`src/hw/rtl/pcct_pkg.sv`:
```
// shared types, codes and count arithmetic for the client connection count table
package pcct_pkg;

    localparam int unsigned TABLE_DEPTH_DEFAULT = 1024;
    localparam int unsigned KEY_W               = 64;
    localparam int unsigned COUNT_W             = 16;

    localparam logic [1:0] CMD_OPEN  = 2'd0;
    localparam logic [1:0] CMD_CLOSE = 2'd1;
    localparam logic [1:0] CMD_QUERY = 2'd2;

    localparam logic STATUS_OK   = 1'b0;
    localparam logic STATUS_FULL = 1'b1;

    localparam logic [COUNT_W-1:0] COUNT_MAX = '1;

    typedef struct packed {
        logic [1:0]       cmd;
        logic [KEY_W-1:0] addr_high;
        logic [KEY_W-1:0] addr_low;
    } item_t;

    typedef struct packed {
        logic               status;
        logic [COUNT_W-1:0] count;
    } result_t;

    typedef struct packed {
        logic [KEY_W-1:0]   key_high;
        logic [KEY_W-1:0]   key_low;
        logic [COUNT_W-1:0] count;
    } entry_t;

    // saturating open, floored close; query and the spare code leave it alone
    function automatic logic [COUNT_W-1:0] count_step(input logic [1:0] cmd,
                                                      input logic [COUNT_W-1:0] cur);
        logic [COUNT_W-1:0] nxt;
        nxt = cur;
        case (cmd)
            CMD_OPEN:  if (cur != COUNT_MAX) nxt = cur + COUNT_W'(1);
            CMD_CLOSE: if (cur != '0) nxt = cur - COUNT_W'(1);
            CMD_QUERY: nxt = cur;
            default:   nxt = cur;
        endcase
        return nxt;
    endfunction

endpackage

```
`src/hw/rtl/pcct_ctrl.sv`:
```
// scan sequencer: walks the filled entries through one key comparator, then updates
module pcct_ctrl #(
    parameter int unsigned DEPTH = pcct_pkg::TABLE_DEPTH_DEFAULT,
    parameter int unsigned AW    = 10,
    parameter int unsigned FW    = 11
) (
    input  logic              clk,
    input  logic              rst_n,
    input  logic              start,
    input  pcct_pkg::item_t   request,
    output logic              busy,
    output logic              done,
    output pcct_pkg::result_t response,
    output logic              ram_wr_en,
    output logic [AW-1:0]     ram_wr_addr,
    output pcct_pkg::entry_t  ram_wr_data,
    output logic              ram_rd_en,
    output logic [AW-1:0]     ram_rd_addr,
    input  pcct_pkg::entry_t  ram_rd_data
);
    import pcct_pkg::*;

    typedef enum logic [1:0] {
        ST_IDLE,
        ST_SCAN,
        ST_UPDATE
    } state_t;

    state_t             state_reg,     state_next;
    item_t              item_reg,      item_next;
    logic [FW-1:0]      rd_idx_reg,    rd_idx_next;
    logic [AW-1:0]      cmp_idx_reg,   cmp_idx_next;
    logic [FW-1:0]      fill_reg,      fill_next;
    logic               found_reg,     found_next;
    logic [AW-1:0]      slot_reg,      slot_next;
    logic [COUNT_W-1:0] old_count_reg, old_count_next;
    logic               done_reg,      done_next;
    result_t            result_reg,    result_next;

    logic               key_hit;
    logic [COUNT_W-1:0] new_count;

    // valid entries always form a prefix, so the fill count stands in for valid marks
    assign key_hit = (ram_rd_data.key_high == item_reg.addr_high) &&
                     (ram_rd_data.key_low == item_reg.addr_low);

    assign new_count = count_step(item_reg.cmd, found_reg ? old_count_reg : '0);

    always_comb
    begin
        state_next     = state_reg;
        item_next      = item_reg;
        rd_idx_next    = rd_idx_reg;
        cmp_idx_next   = cmp_idx_reg;
        fill_next      = fill_reg;
        found_next     = found_reg;
        slot_next      = slot_reg;
        old_count_next = old_count_reg;
        done_next      = 1'b0;
        result_next    = result_reg;
        ram_rd_en      = 1'b0;
        ram_rd_addr    = '0;
        ram_wr_en      = 1'b0;
        ram_wr_addr    = slot_reg;
        ram_wr_data    = '{key_high: item_reg.addr_high,
                           key_low:  item_reg.addr_low,
                           count:    new_count};

        case (state_reg)
            ST_IDLE:
            begin
                if (start)
                begin
                    item_next = request;
                    if (fill_reg == '0)
                    begin
                        found_next = 1'b0;
                        state_next = ST_UPDATE;
                    end
                    else
                    begin
                        ram_rd_en    = 1'b1;
                        ram_rd_addr  = '0;
                        cmp_idx_next = '0;
                        rd_idx_next  = FW'(1);
                        state_next   = ST_SCAN;
                    end
                end
            end
            ST_SCAN:
            begin
                if (key_hit)
                begin
                    found_next     = 1'b1;
                    slot_next      = cmp_idx_reg;
                    old_count_next = ram_rd_data.count;
                    state_next     = ST_UPDATE;
                end
                else if (rd_idx_reg < fill_reg)
                begin
                    ram_rd_en    = 1'b1;
                    ram_rd_addr  = rd_idx_reg[AW-1:0];
                    cmp_idx_next = rd_idx_reg[AW-1:0];
                    rd_idx_next  = rd_idx_reg + FW'(1);
                end
                else
                begin
                    found_next = 1'b0;
                    state_next = ST_UPDATE;
                end
            end
            ST_UPDATE:
            begin
                done_next  = 1'b1;
                state_next = ST_IDLE;
                if (found_reg)
                begin
                    ram_wr_en   = 1'b1;
                    ram_wr_addr = slot_reg;
                    result_next = '{status: STATUS_OK, count: new_count};
                end
                else if (fill_reg < FW'(DEPTH))
                begin
                    // claim the first free entry
                    ram_wr_en   = 1'b1;
                    ram_wr_addr = fill_reg[AW-1:0];
                    fill_next   = fill_reg + FW'(1);
                    result_next = '{status: STATUS_OK, count: new_count};
                end
                else
                begin
                    result_next = '{status: STATUS_FULL, count: '0};
                end
            end
            default:
            begin
                state_next = ST_IDLE;
            end
        endcase
    end

    always_ff @(posedge clk or negedge rst_n)
    begin
        if (!rst_n)
        begin
            state_reg     <= ST_IDLE;
            item_reg      <= '0;
            rd_idx_reg    <= '0;
            cmp_idx_reg   <= '0;
            fill_reg      <= '0;
            found_reg     <= 1'b0;
            slot_reg      <= '0;
            old_count_reg <= '0;
            done_reg      <= 1'b0;
            result_reg    <= '0;
        end
        else
        begin
            state_reg     <= state_next;
            item_reg      <= item_next;
            rd_idx_reg    <= rd_idx_next;
            cmp_idx_reg   <= cmp_idx_next;
            fill_reg      <= fill_next;
            found_reg     <= found_next;
            slot_reg      <= slot_next;
            old_count_reg <= old_count_next;
            done_reg      <= done_next;
            result_reg    <= result_next;
        end
    end

    assign busy     = (state_reg != ST_IDLE);
    assign done     = done_reg;
    assign response = result_reg;

endmodule

```
`config.mk`:
```
export PLATFORM = sky130hd
export DESIGN_NAME = pcct_ctrl
export DESIGN_NICKNAME = d
export VERILOG_FILES = /design/src/hw/rtl/pcct_pkg.sv /design/src/hw/rtl/pcct_ctrl.sv
export SDC_FILE = /design/constraint.sdc
export NUM_CORES = 1
export LEC_CHECK = 0
export BUFFER_PORTS_ARGS = -buffer_cell sky130_fd_sc_hd__clkbuf_2
export CORE_ASPECT_RATIO = 0.5
export CORE_UTILIZATION = 32
export CTS_CLUSTER_DIAMETER = 150
export DETAILED_ROUTE_END_ITERATION = 10
export MAX_ROUTING_LAYER = met4
export SETUP_SLACK_MARGIN = 0.05
export SLEW_MARGIN = 20
export SYNTH_ARGS = -nofsm -noshare
export SYNTH_HDL_FRONTEND = slang
export SYNTH_SLANG_ARGS = --single-unit
export TNS_END_PERCENT = 50
```
`constraint.sdc`:
```
create_clock -name clk -period 3.6 [get_ports clk]
set_input_delay 0.72 -clock clk [delete_from_list [all_inputs] [get_ports clk]]
set_output_delay 0.72 -clock clk [all_outputs]
set_load 0.02 [all_outputs]
```
==> results.py, run 1 <==
metrics = {
    "setup_path": {
        "required_ns": 2.88,
        "endpoint_kind": "primary output",
        "cp_max_fo": 5,
        "cp_data_arrival_time_ns": 3.15,
        "cp-start-kind": "register",
        "timing_worst_setup_path_type": "reg -> out",
    },
    "sta": {
        "rsz0062_at_grt": "yes",
        "worst_hold_slack_ns": 0.203,
        "period_needed_ns": 3.87,
        "finClkSkew_ns": 0.0160,
        "worstMarginPinSlew_ns": 0.736,
        "worst_slew_margin_rel_pct": 50.9,
        "finalSetupViolations": 12,
        "worst_slack_ns": -0.267,
        "hold_violations": 0,
        "tns_ns": -1.51,
        "fmax_mhz": 259,
        "timing.final.crit_share_pct": 107,
        "final_max_slew_viol_count": 0,
    },
    "global_routing": {
        "grt_max_degree": 92,
        "antenna_found_initial": 2,
        "gr-usage-all-layers_pct": 19.6,
        "grtUsageMet1_pct": 25.9,
        "grt_pass1_vias": 8719,
        "top_usage_layer": "met2",
        "overflow": 0,
        "gr-usage-met2_pct": 31.3,
        "met3_usage_pct": 3.57,
        "grt_pass1_wl_mm": 54.0,
    },
    "hold_path": {
        "min_path_type": "in -> async",
    },
    "floorplan": {
        "initial_core_util_pct": 32.6,
        "die_w_microns": 273,
        "die_height_microns": 137,
        "die_area_sq_um": 37500,
        "rows": 49,
        "pin_count": 462,
        "core_sq_um": 36000,
    },
    "yosys": {
        "synth_top_area_share_pct": 44.6,
        "synth_warnings": 0,
        "syn_area_per_cell_sq_um": 11.3,
        "synth-async-reset-ratio_pct": 100,
        "yosysSeqAreaShare_pct": 44.6,
        "synthFlopType": "dfrtp_1",
        "synth_common_cells": "dfrtp_1 (209), mux2_2 (171), xnor2_1 (142)",
        "syn-cell-area_sq_um": 11700,
        "synth-edff-count": 0,
        "yosysUniqueCellTypes": 58,
        "synth-seq-cells": 209,
        "yosysMostFrequentCell": "dfrtp_1",
        "synth.area.top_cells": "dfrtp_1 (45%), mux2_2 (16%), xnor2_1 (11%), buf_4 (8.2%), nand4_1 (2.3%)",
        "syn_inst": 1039,
        "synth_fp_nets": 1331,
        "yosysTopAreaCell": "dfrtp_1",
    },
    "power": {
        "leakage_uw": 0.00734,
        "power.density_nw_per_um2": 755,
        "ir_worst_vdd_v": 0.000456,
    },
    "finish": {
        "finish.instance_area_sq_um": 15200,
        "area_growth_pct": 30.0,
        "nets": 1718,
        "drive_above_1_share_pct": 56.5,
        "largest_register_ffs": 128,
        "fill_cells": 3509,
    },
    "outcome": {
        "violations": "negative setup slack",
        "status": "finished, violations left",
    },
    "drt": {
        "antenna_left": 0,
        "wire_per_inst_microns": 19.5,
        "vias": 9289,
        "dr.pass1.iters": 4,
        "vias_per_cell": 4.82,
        "dr.first_iter.drc_count": 491,
        "drc": 0,
        "drt_wl_total_mm": 37.6,
    },
    "cts": {
        "clkLatencyLatePin_ns": 0.52,
        "cts_buffers": 22,
        "cts.sinks": 209,
        "cts_buffer_depth": 3,
        "cts_tree": "done",
        "htreeDepth": 1,
        "clk_pin_slew_ns": 0.07,
        "cts-root-buf": "clkbuf_16",
    },
    "flow_run": {
        "cap_violations": 0,
    },
    "placement": {
        "port_buffers": 461,
        "dp_hpwl_mm": 29.0,
        "place_congestion": 0.979,
        "place_area_sq_um": 13900,
    },
}
## per-layer routing
metal	share of wire, %	up-vias
met5	0	-
met4	1.9	0
met3	4.5	54
met2	50	238
met1	44	4699
li1	-	4298
## stage by stage
| step | setup slack (ns) | util [%] | power, uW | instances |
|---|---|---|---|---|
| 2_1_floorplan | 0.0912 | - | 8200 | 1039 |
| 6_report | -0.267 | 42.4 | 11500 | 1926 |
| 5_1_grt | -0.327 | 42.4 | 12200 | 1926 |
| 3_3_place_gp | -0.121 | 38.6 | 9070 | 1860 |
| 3_5_place_dp | -0.122 | 38.6 | 9130 | 1860 |
| 4_1_cts | -0.252 | 41.4 | 11600 | 1916 |
## report_power, final
group	internal (uW)	switching (uW)	leakage, uW
clock	1300	969	0.000343
combinational	2300	2730	0.00441
sequential	3200	1000	0.00259
## area by class of cell
class	instances	area, sq um	share of cell area (%)
multi-input combinational	638	5640	37.0
tap	484	606	3.97
inverter	25	93.8	0.616
clock inverter	5	50.0	0.328
sequential	209	5240	34.4
timing repair buffer	530	2970	19.5
clock buffer	33	643	4.22
antenna	2	5.00	0.0328
## cell families after synthesis
logic type               synth area share, %
AO/OA/AOI/OAI                           5.74
XOR/XNOR                                10.9
adder cells (fa/ha/maj)                 1.60
buffers and inverters                   10.5
flip-flops                              44.6
multiplexers                            16.9
AND/OR/NAND/NOR                         9.81
## layout by cell type, fill, tap and decap left out, types with 4 or more instances in the layout
cell,instances
a21oi_1,11
a31o_2,4
nand2b_1,6
mux2i_1,5
nor4_1,8
nand4_1,44
inv_1,21
nor2_1,23
a211oi_2,4
ha_1,13
clkinv_2,4
mux2_2,170
clkbuf_16,23
a21o_1,14
buf_6,6
xnor2_1,135
nand2_1,34
o21ai_0,8
buf_4,76
dfrtp_1,203
and3_1,22
a31oi_1,6
xnor2_2,7
nor3_1,9
clkbuf_2,439
a22o_1,6
nand3_1,9
or2_2,5
a21oi_2,5
nor4_2,5
and2_1,9
clkbuf_8,4
clkbuf_1,7
dfrtp_2,6
## final timing paths
path | depth (start not counted) | end | startpoint | slack, ns
setup / recovery | 9 | ram_wr_data[15] | found_reg$_DFFE_PN0P_ | -0.27
hold / removal | 1 | slot_reg[4]$_DFFE_PN0P_ | rst_n | 0.20
setup reg to reg | 11 | old_count_reg[12]$_DFFE_PN0P_ | ram_wr_data[126]$_DFFE_PN0P_ | 0.68
hold reg to reg | 1 | cmp_idx_reg[8]$_DFFE_PN0P_ | cmp_idx_reg[8]$_DFFE_PN0P_ | 0.48
max in group asynchronous | 2 | ram_wr_data[69]$_DFFE_PN0P_ | rst_n | 2.48
min in group clk | 2 | ram_wr_data[41]$_DFFE_PN0P_ | request[25] | 0.43
## critical path, cell delays in order, from the launching register on
cell and delay [ns]:
dfrtp_1 0.41, nand2_1 0.11, ha_2 0.19, or4b_4 0.48
or3_4 0.37, o21ai_4 0.16, or2b_4 0.16, nor2_1 0.04
or4_4 0.56, buf_8 0.15
## repair_timing
action	in CTS	in global routing
setup endpoints to repair	27	27
pin swaps	13	18
setup buffers	15	8
hold buffers	0	0
endpoints found under the hold margin	0	0
gates cloned	3	0
gates resized for setup	43	86
No activity file was read; power rests on OpenSTA's default activity.
==> run 2: changes to the inputs <==
Settings changed: ABC_AREA set to 1.
==> results.py, run 2 <==
metrics = {
    "setup_path": {
        "required_ns": 2.88,
        "cpPeakStageDelay_ns": 0.47,
        "cp_data_arrival_time_ns": 2.66,
        "reg2reg_depth": 13,
        "rr_endpoint": "found_reg$_DFFE_PN0P_",
        "crit_start": "found_reg$_DFFE_PN0P_",
        "cp_slowest_cell": "dfrtp_2",
        "r2r_slack_ns": 1.30,
        "r2r-start": "ram_wr_data[80]$_DFFE_PN0P_",
        "endpoint_kind": "primary output",
        "cp_max_fo": 11,
        "path_cells": "nand2_1 > nand2_1 > nor2_1 > nand4_1 > nor2_4 > inv_2 > nand2_1 > nand2_1 > xor2_2 > clkbuf_2",
        "timing_worst_setup_path_type": "reg -> out",
        "crit_top_cell": "nand2_1",
        "cp-start-kind": "register",
    },
    "yosys": {
        "synth.area.top_cells": "dfrtp_1 (42%), nand2_1 (21%), xnor2_1 (8.1%), buf_4 (7.8%), inv_1 (3.6%)",
        "synth_warnings": 0,
        "synth_top_area_share_pct": 41.6,
        "yosysMostFrequentCell": "nand2_1",
        "yosysSeqAreaShare_pct": 41.6,
        "yosysUniqueCellTypes": 36,
        "synth-seq-cells": 209,
        "syn_inst": 1674,
        "synth-edff-count": 0,
        "synth-async-reset-ratio_pct": 100,
        "synth_fp_nets": 1966,
        "syn_area_per_cell_sq_um": 7.51,
        "synth_common_cells": "nand2_1 (701), dfrtp_1 (209), buf_4 (130)",
        "syn-cell-area_sq_um": 12600,
        "yosysTopAreaCell": "dfrtp_1",
        "synthFlopType": "dfrtp_1",
    },
    "placement": {
        "place_ws_ns": 0.0220,
        "place_congestion": 0.991,
        "dp_hpwl_mm": 34.5,
        "port_buffers": 461,
    },
    "floorplan": {
        "core_sq_um": 38000,
        "pin_count": 462,
        "die_w_microns": 282,
        "initial_core_util_pct": 33.0,
        "die_area_sq_um": 40100,
        "rows": 50,
        "die_height_microns": 142,
    },
    "finish": {
        "seqCellArea_sq_um": 5230,
        "drive_above_1_share_pct": 28.8,
        "nets": 2296,
        "multi_input_area_sq_um": 5760,
        "largest_register_ffs": 128,
        "layout_common_cells": "nand2_1 (693), clkbuf_2 (460), dfrtp_1 (208)",
        "final_common_cell": "nand2_1",
        "area_growth_pct": 22.6,
        "fill_cells": 4066,
        "post-route-util_pct": 40.5,
    },
    "global_routing": {
        "grt_pass1_vias": 10800,
        "overflow": 0,
        "grt_pass1_wl_mm": 66.2,
        "gr-usage-all-layers_pct": 22.5,
        "grt_max_degree": 131,
        "antenna_found_initial": 2,
    },
    "sta": {
        "hold_violations": 0,
        "timing.final.crit_share_pct": 93.8,
        "worst_slack_ns": 0.222,
        "finClkSkew_ns": 0.0165,
        "finalSetupViolations": 0,
        "worstMarginPinSlew_ns": 0.716,
        "period_needed_ns": 3.38,
        "tns_ns": 0,
        "fmax_mhz": 296,
        "final_max_slew_viol_count": 0,
        "rsz0062_at_grt": "no",
        "worst_slew_margin_rel_pct": 52.3,
    },
    "cts": {
        "cts.sinks": 209,
        "clkLatencyLatePin_ns": 0.53,
        "clk_pin_slew_ns": 0.07,
        "hold_buffers": 0,
        "htreeDepth": 1,
        "cts_tree": "done",
        "cts_buffer_depth": 3,
        "cts-root-buf": "clkbuf_16",
        "cts_buffers": 22,
    },
    "power": {
        "leakage_uw": 0.00858,
        "power.density_nw_per_um2": 737,
        "ir_worst_vdd_v": 0.000436,
    },
    "drt": {
        "vias_per_cell": 4.50,
        "drc": 0,
        "dr.pass1.iters": 5,
        "drt_wl_total_mm": 44.2,
        "antenna_left": 0,
        "dr.first_iter.drc_count": 674,
        "vias": 11400,
        "wire_per_inst_microns": 17.4,
    },
    "flow_run": {
        "cap_violations": 0,
    },
    "outcome": {
        "status": "complete, no violations",
    },
    "hold_path": {
        "min_path_type": "in -> async",
    },
}
==> run 2: metal layers <==
metal / part of all wire [%] / GRT usage [%] / wire length, microns / vias to the layer above
met1: 45 / 30.2 / 20100 / 5407
li1: - / - / - / 5673
met4: 2.3 / 5.63 / 1030 / 0
met5: 0 / - / 0 / -
met2: 47 / 35.5 / 20900 / 310
met3: 4.8 / 3.66 / 2130 / 59
==> run 2: cells by family after synthesis <==
kind of cell / synth area share [%]
buf+inv: 13.3
xor+xnor: 10.1
simple gates: 29.6
fa+ha+maj: 1.49
compound gates: 3.90
flops: 41.6
==> run 2: worst max path at each step <==
stage	to	slack [ns]
CTS	ram_wr_data[0]	0.06
global placement	ram_rd_addr[8]	0.05
detailed placement	ram_rd_addr[8]	0.02
floorplan	ram_wr_data[0]	0.87
global route	ram_wr_data[10]	0.02
finish	ram_wr_data[0]	0.22
==> run 2: timing repair <==
item,CTS,global route
endpoints found under the setup margin,26,21
cloned,0,0
setup buffers,0,8
pin swaps,0,6
gates resized for setup,9,16
==> run 2: power breakdown <==
| part | total, uW | leakage, uW | internal, uW | switching [uW] |
|---|---|---|---|---|
| clock network | 2390 | 0.000352 | 1340 | 1050 |
| logic | 4900 | 0.00555 | 1720 | 3180 |
| registers | 4060 | 0.00268 | 3130 | 930 |
==> run 2: critical path: cells and delay by family (launching register included) <==
kind | cells | cell delay, ns
simple gates | 7 | 1.16
flops | 1 | 0.47
buf+inv | 2 | 0.35
xor+xnor | 1 | 0.16
==> run 2: area by class of cell <==
| type | count | area share [%] |
|---|---|---|
| antenna | 3 | 0.0487 |
| clock buffer | 30 | 4.23 |
| clock inverter | 9 | 0.520 |
| inverter | 127 | 3.13 |
| multi-input combinational | 1160 | 37.4 |
| sequential | 209 | 34.0 |
| tap | 520 | 4.22 |
| timing repair buffer | 484 | 16.5 |
==> run 2: per-stage QoR <==
| step | instance area (sq um) | instances | hold WS (ns) | total power, uW |
|---|---|---|---|---|
| 6_report | 15400 | 2542 | 0.166 | 11400 |
| 4_1_cts | 15300 | 2531 | 0.206 | 11400 |
| 5_1_grt | 15400 | 2541 | 0.209 | 12100 |
| 2_1_floorplan | 12600 | 1674 | 0.424 | 7940 |
| 3_5_place_dp | 14500 | 2492 | 0.462 | 8970 |
| 3_3_place_gp | 14500 | 2492 | 0.456 | 8920 |
==> run 3: changes to the inputs <==
Settings changed: CORE_UTILIZATION 32 to 51, PLACE_DENSITY set to 0.82, SLEW_MARGIN 20 to not set.
==> results.py, run 3 (synthesis gave the netlist of run 2 again) <==
metrics = {
    "drt": {
        "drt_wl_total_mm": 37.0,
        "vias": 11600,
        "drc": 0,
        "vias_per_cell": 4.92,
        "dr.pass1.iters": 6,
        "antenna_left": 0,
        "dr.first_iter.drc_count": 787,
        "wire_per_inst_microns": 15.8,
    },
    "cts": {
        "hold_buffers": 0,
        "cts_buffer_depth": 3,
        "htreeDepth": 1,
        "cts_tree": "done",
        "clk_pin_slew_ns": 0.07,
        "cts-root-buf": "clkbuf_16",
        "cts.sinks": 209,
        "clkLatencyLatePin_ns": 0.52,
        "cts_buffers": 21,
    },
    "power": {
        "ir_worst_vdd_v": 0.000518,
        "power.density_nw_per_um2": 738,
        "leakage_uw": 0.00852,
        "total_power_uw": 11100,
    },
    "placement": {
        "port_buffers": 461,
        "place_congestion": 0.960,
        "dp_hpwl_mm": 28.5,
        "dp.cells": 2309,
        "place_ws_ns": 0.286,
    },
    "sta": {
        "worst_hold_slack_ns": 0.265,
        "tns_ns": 0,
        "hold_violations": 0,
        "worstMarginPinSlew_ns": 0.710,
        "timing.final.crit_share_pct": 94.7,
        "finClkSkew_ns": 0.0175,
        "worst_slew_margin_rel_pct": 52.6,
        "worst_slack_ns": 0.191,
        "finalSetupViolations": 0,
        "rsz0062_at_grt": "yes",
        "period_needed_ns": 3.41,
        "final_max_slew_viol_count": 0,
        "fmax_mhz": 293,
    },
    "setup_path": {
        "cpPeakStageDelay_ns": 0.37,
        "critPathBufInv": 2,
        "critical-path-top-delay-family": "simple AND/OR/NAND/NOR gates",
        "r2r-start": "ram_wr_data[46]$_DFFE_PN0P_",
        "endpoint_kind": "primary output",
        "cp-start-kind": "register",
        "cp_max_fo": 11,
        "r2r_slack_ns": 1.18,
        "cp_slowest_cell": "dfrtp_1",
        "timing_worst_setup_path_type": "reg -> out",
        "path_cells": "inv_1 > ha_1 > a21oi_1 > nor2_1 > a211oi_1 > o211ai_1 > nor2_4 > nand2_4 > nor2_1 > clkbuf_2",
        "crit_top_cell": "nor2_1",
        "cp_data_arrival_time_ns": 2.69,
        "crit_start": "fill_reg[8]$_DFFE_PN0P_",
        "required_ns": 2.88,
    },
    "global_routing": {
        "antenna_found_initial": 0,
        "gr-usage-all-layers_pct": 30.2,
        "grtUsageMet1_pct": 38.2,
        "met3_usage_pct": 4.49,
        "top_usage_layer": "met2",
        "grt_pass1_vias": 10900,
        "grt_max_degree": 138,
        "overflow": 0,
        "grt_pass1_wl_mm": 57.7,
        "gr-usage-met2_pct": 50.2,
    },
    "finish": {
        "drive_above_1_share_pct": 28.2,
        "finalNonFillerCells": 2349,
        "area_growth_pct": 19.8,
        "fill_cells": 2159,
        "layout_common_cells": "nand2_1 (697), clkbuf_2 (460), dfrtp_1 (208)",
        "antenna_cells": 0,
        "final_common_cell": "nand2_1",
        "largest_register_ffs": 128,
        "nets": 2291,
    },
    "flow_run": {
        "cap_violations": 0,
    },
    "floorplan": {
        "die_height_microns": 113,
        "die_w_microns": 224,
        "core_sq_um": 24100,
        "die_area_sq_um": 25300,
        "pin_count": 462,
        "initial_core_util_pct": 52.2,
        "rows": 40,
    },
    "outcome": {
        "status": "complete, no violations",
    },
    "hold_path": {
        "min_path_type": "in -> async",
    },
}
[run 3: cell types whose count changed in the layout (fill, tap and decap cells not counted), sizes merged]
| cell | previous run | this run |
|---|---|---|
| buf | 24 | 19 |
| bufinv | 1 | 2 |
| clkbuf | 490 | 489 |
| clkinv | 5 | 6 |
| clkinvlp | 4 | 2 |
| diode | 3 | 0 |
[run 3: through the flow]
stage               cell area (sq um)  utilization, %
finish                          15100            62.5
global route                    15100            62.5
CTS                             15000            62.3
detailed placement              14300            59.3
global placement                14300            59.3
floorplan                       12600               -
[run 3: power by group]
group	leakage, uW	internal, uW	switching (uW)
logic	0.00549	1680	3060
registers	0.00268	3130	948
clock network	0.000352	1340	957
total	0.00852	6150	4960
[run 3: repair_timing]
item | in CTS | in global routing
pin swaps | 0 | 1
cloned | 0 | 0
setup endpoints to repair | 15 | 25
resized for setup | 1 | 11
buffers inserted | 0 | 3
[run 3: final cells by class]
cell class	count	area, sq um	area share, %
inverter	127	478	3.17
clock buffer	28	612	4.06
multi-input combinational	1160	5710	37.9
sequential	209	5230	34.7
timing repair buffer	480	2500	16.6
clock inverter	9	104	0.690
tap	336	420	2.79
[run 3: worst paths after layout]
path                                                     end  depth (start not counted)
worst min register to register       fill_reg[9]$_DFFE_PN0P_                          1
worst min-delay path                 response[0]$_DFFE_PN0P_                          1
worst max-delay path                          ram_rd_addr[0]                         10
worst max register to register         found_reg$_DFFE_PN0P_                         13
min in group clk                ram_wr_data[112]$_DFFE_PN0P_                          3
max in group asynchronous       ram_wr_data[127]$_DFFE_PN0P_                          2
[run 3: metal layers]
metal  vias to the layer above  wire length (microns)  part of all wire [%]
met5                         -                      0                     0
met4                         0                   1170                   3.2
met3                        85                   2170                   5.9
met2                       424                  18300                    50
met1                      5403                  15400                    41
li1                       5654                      -                     -
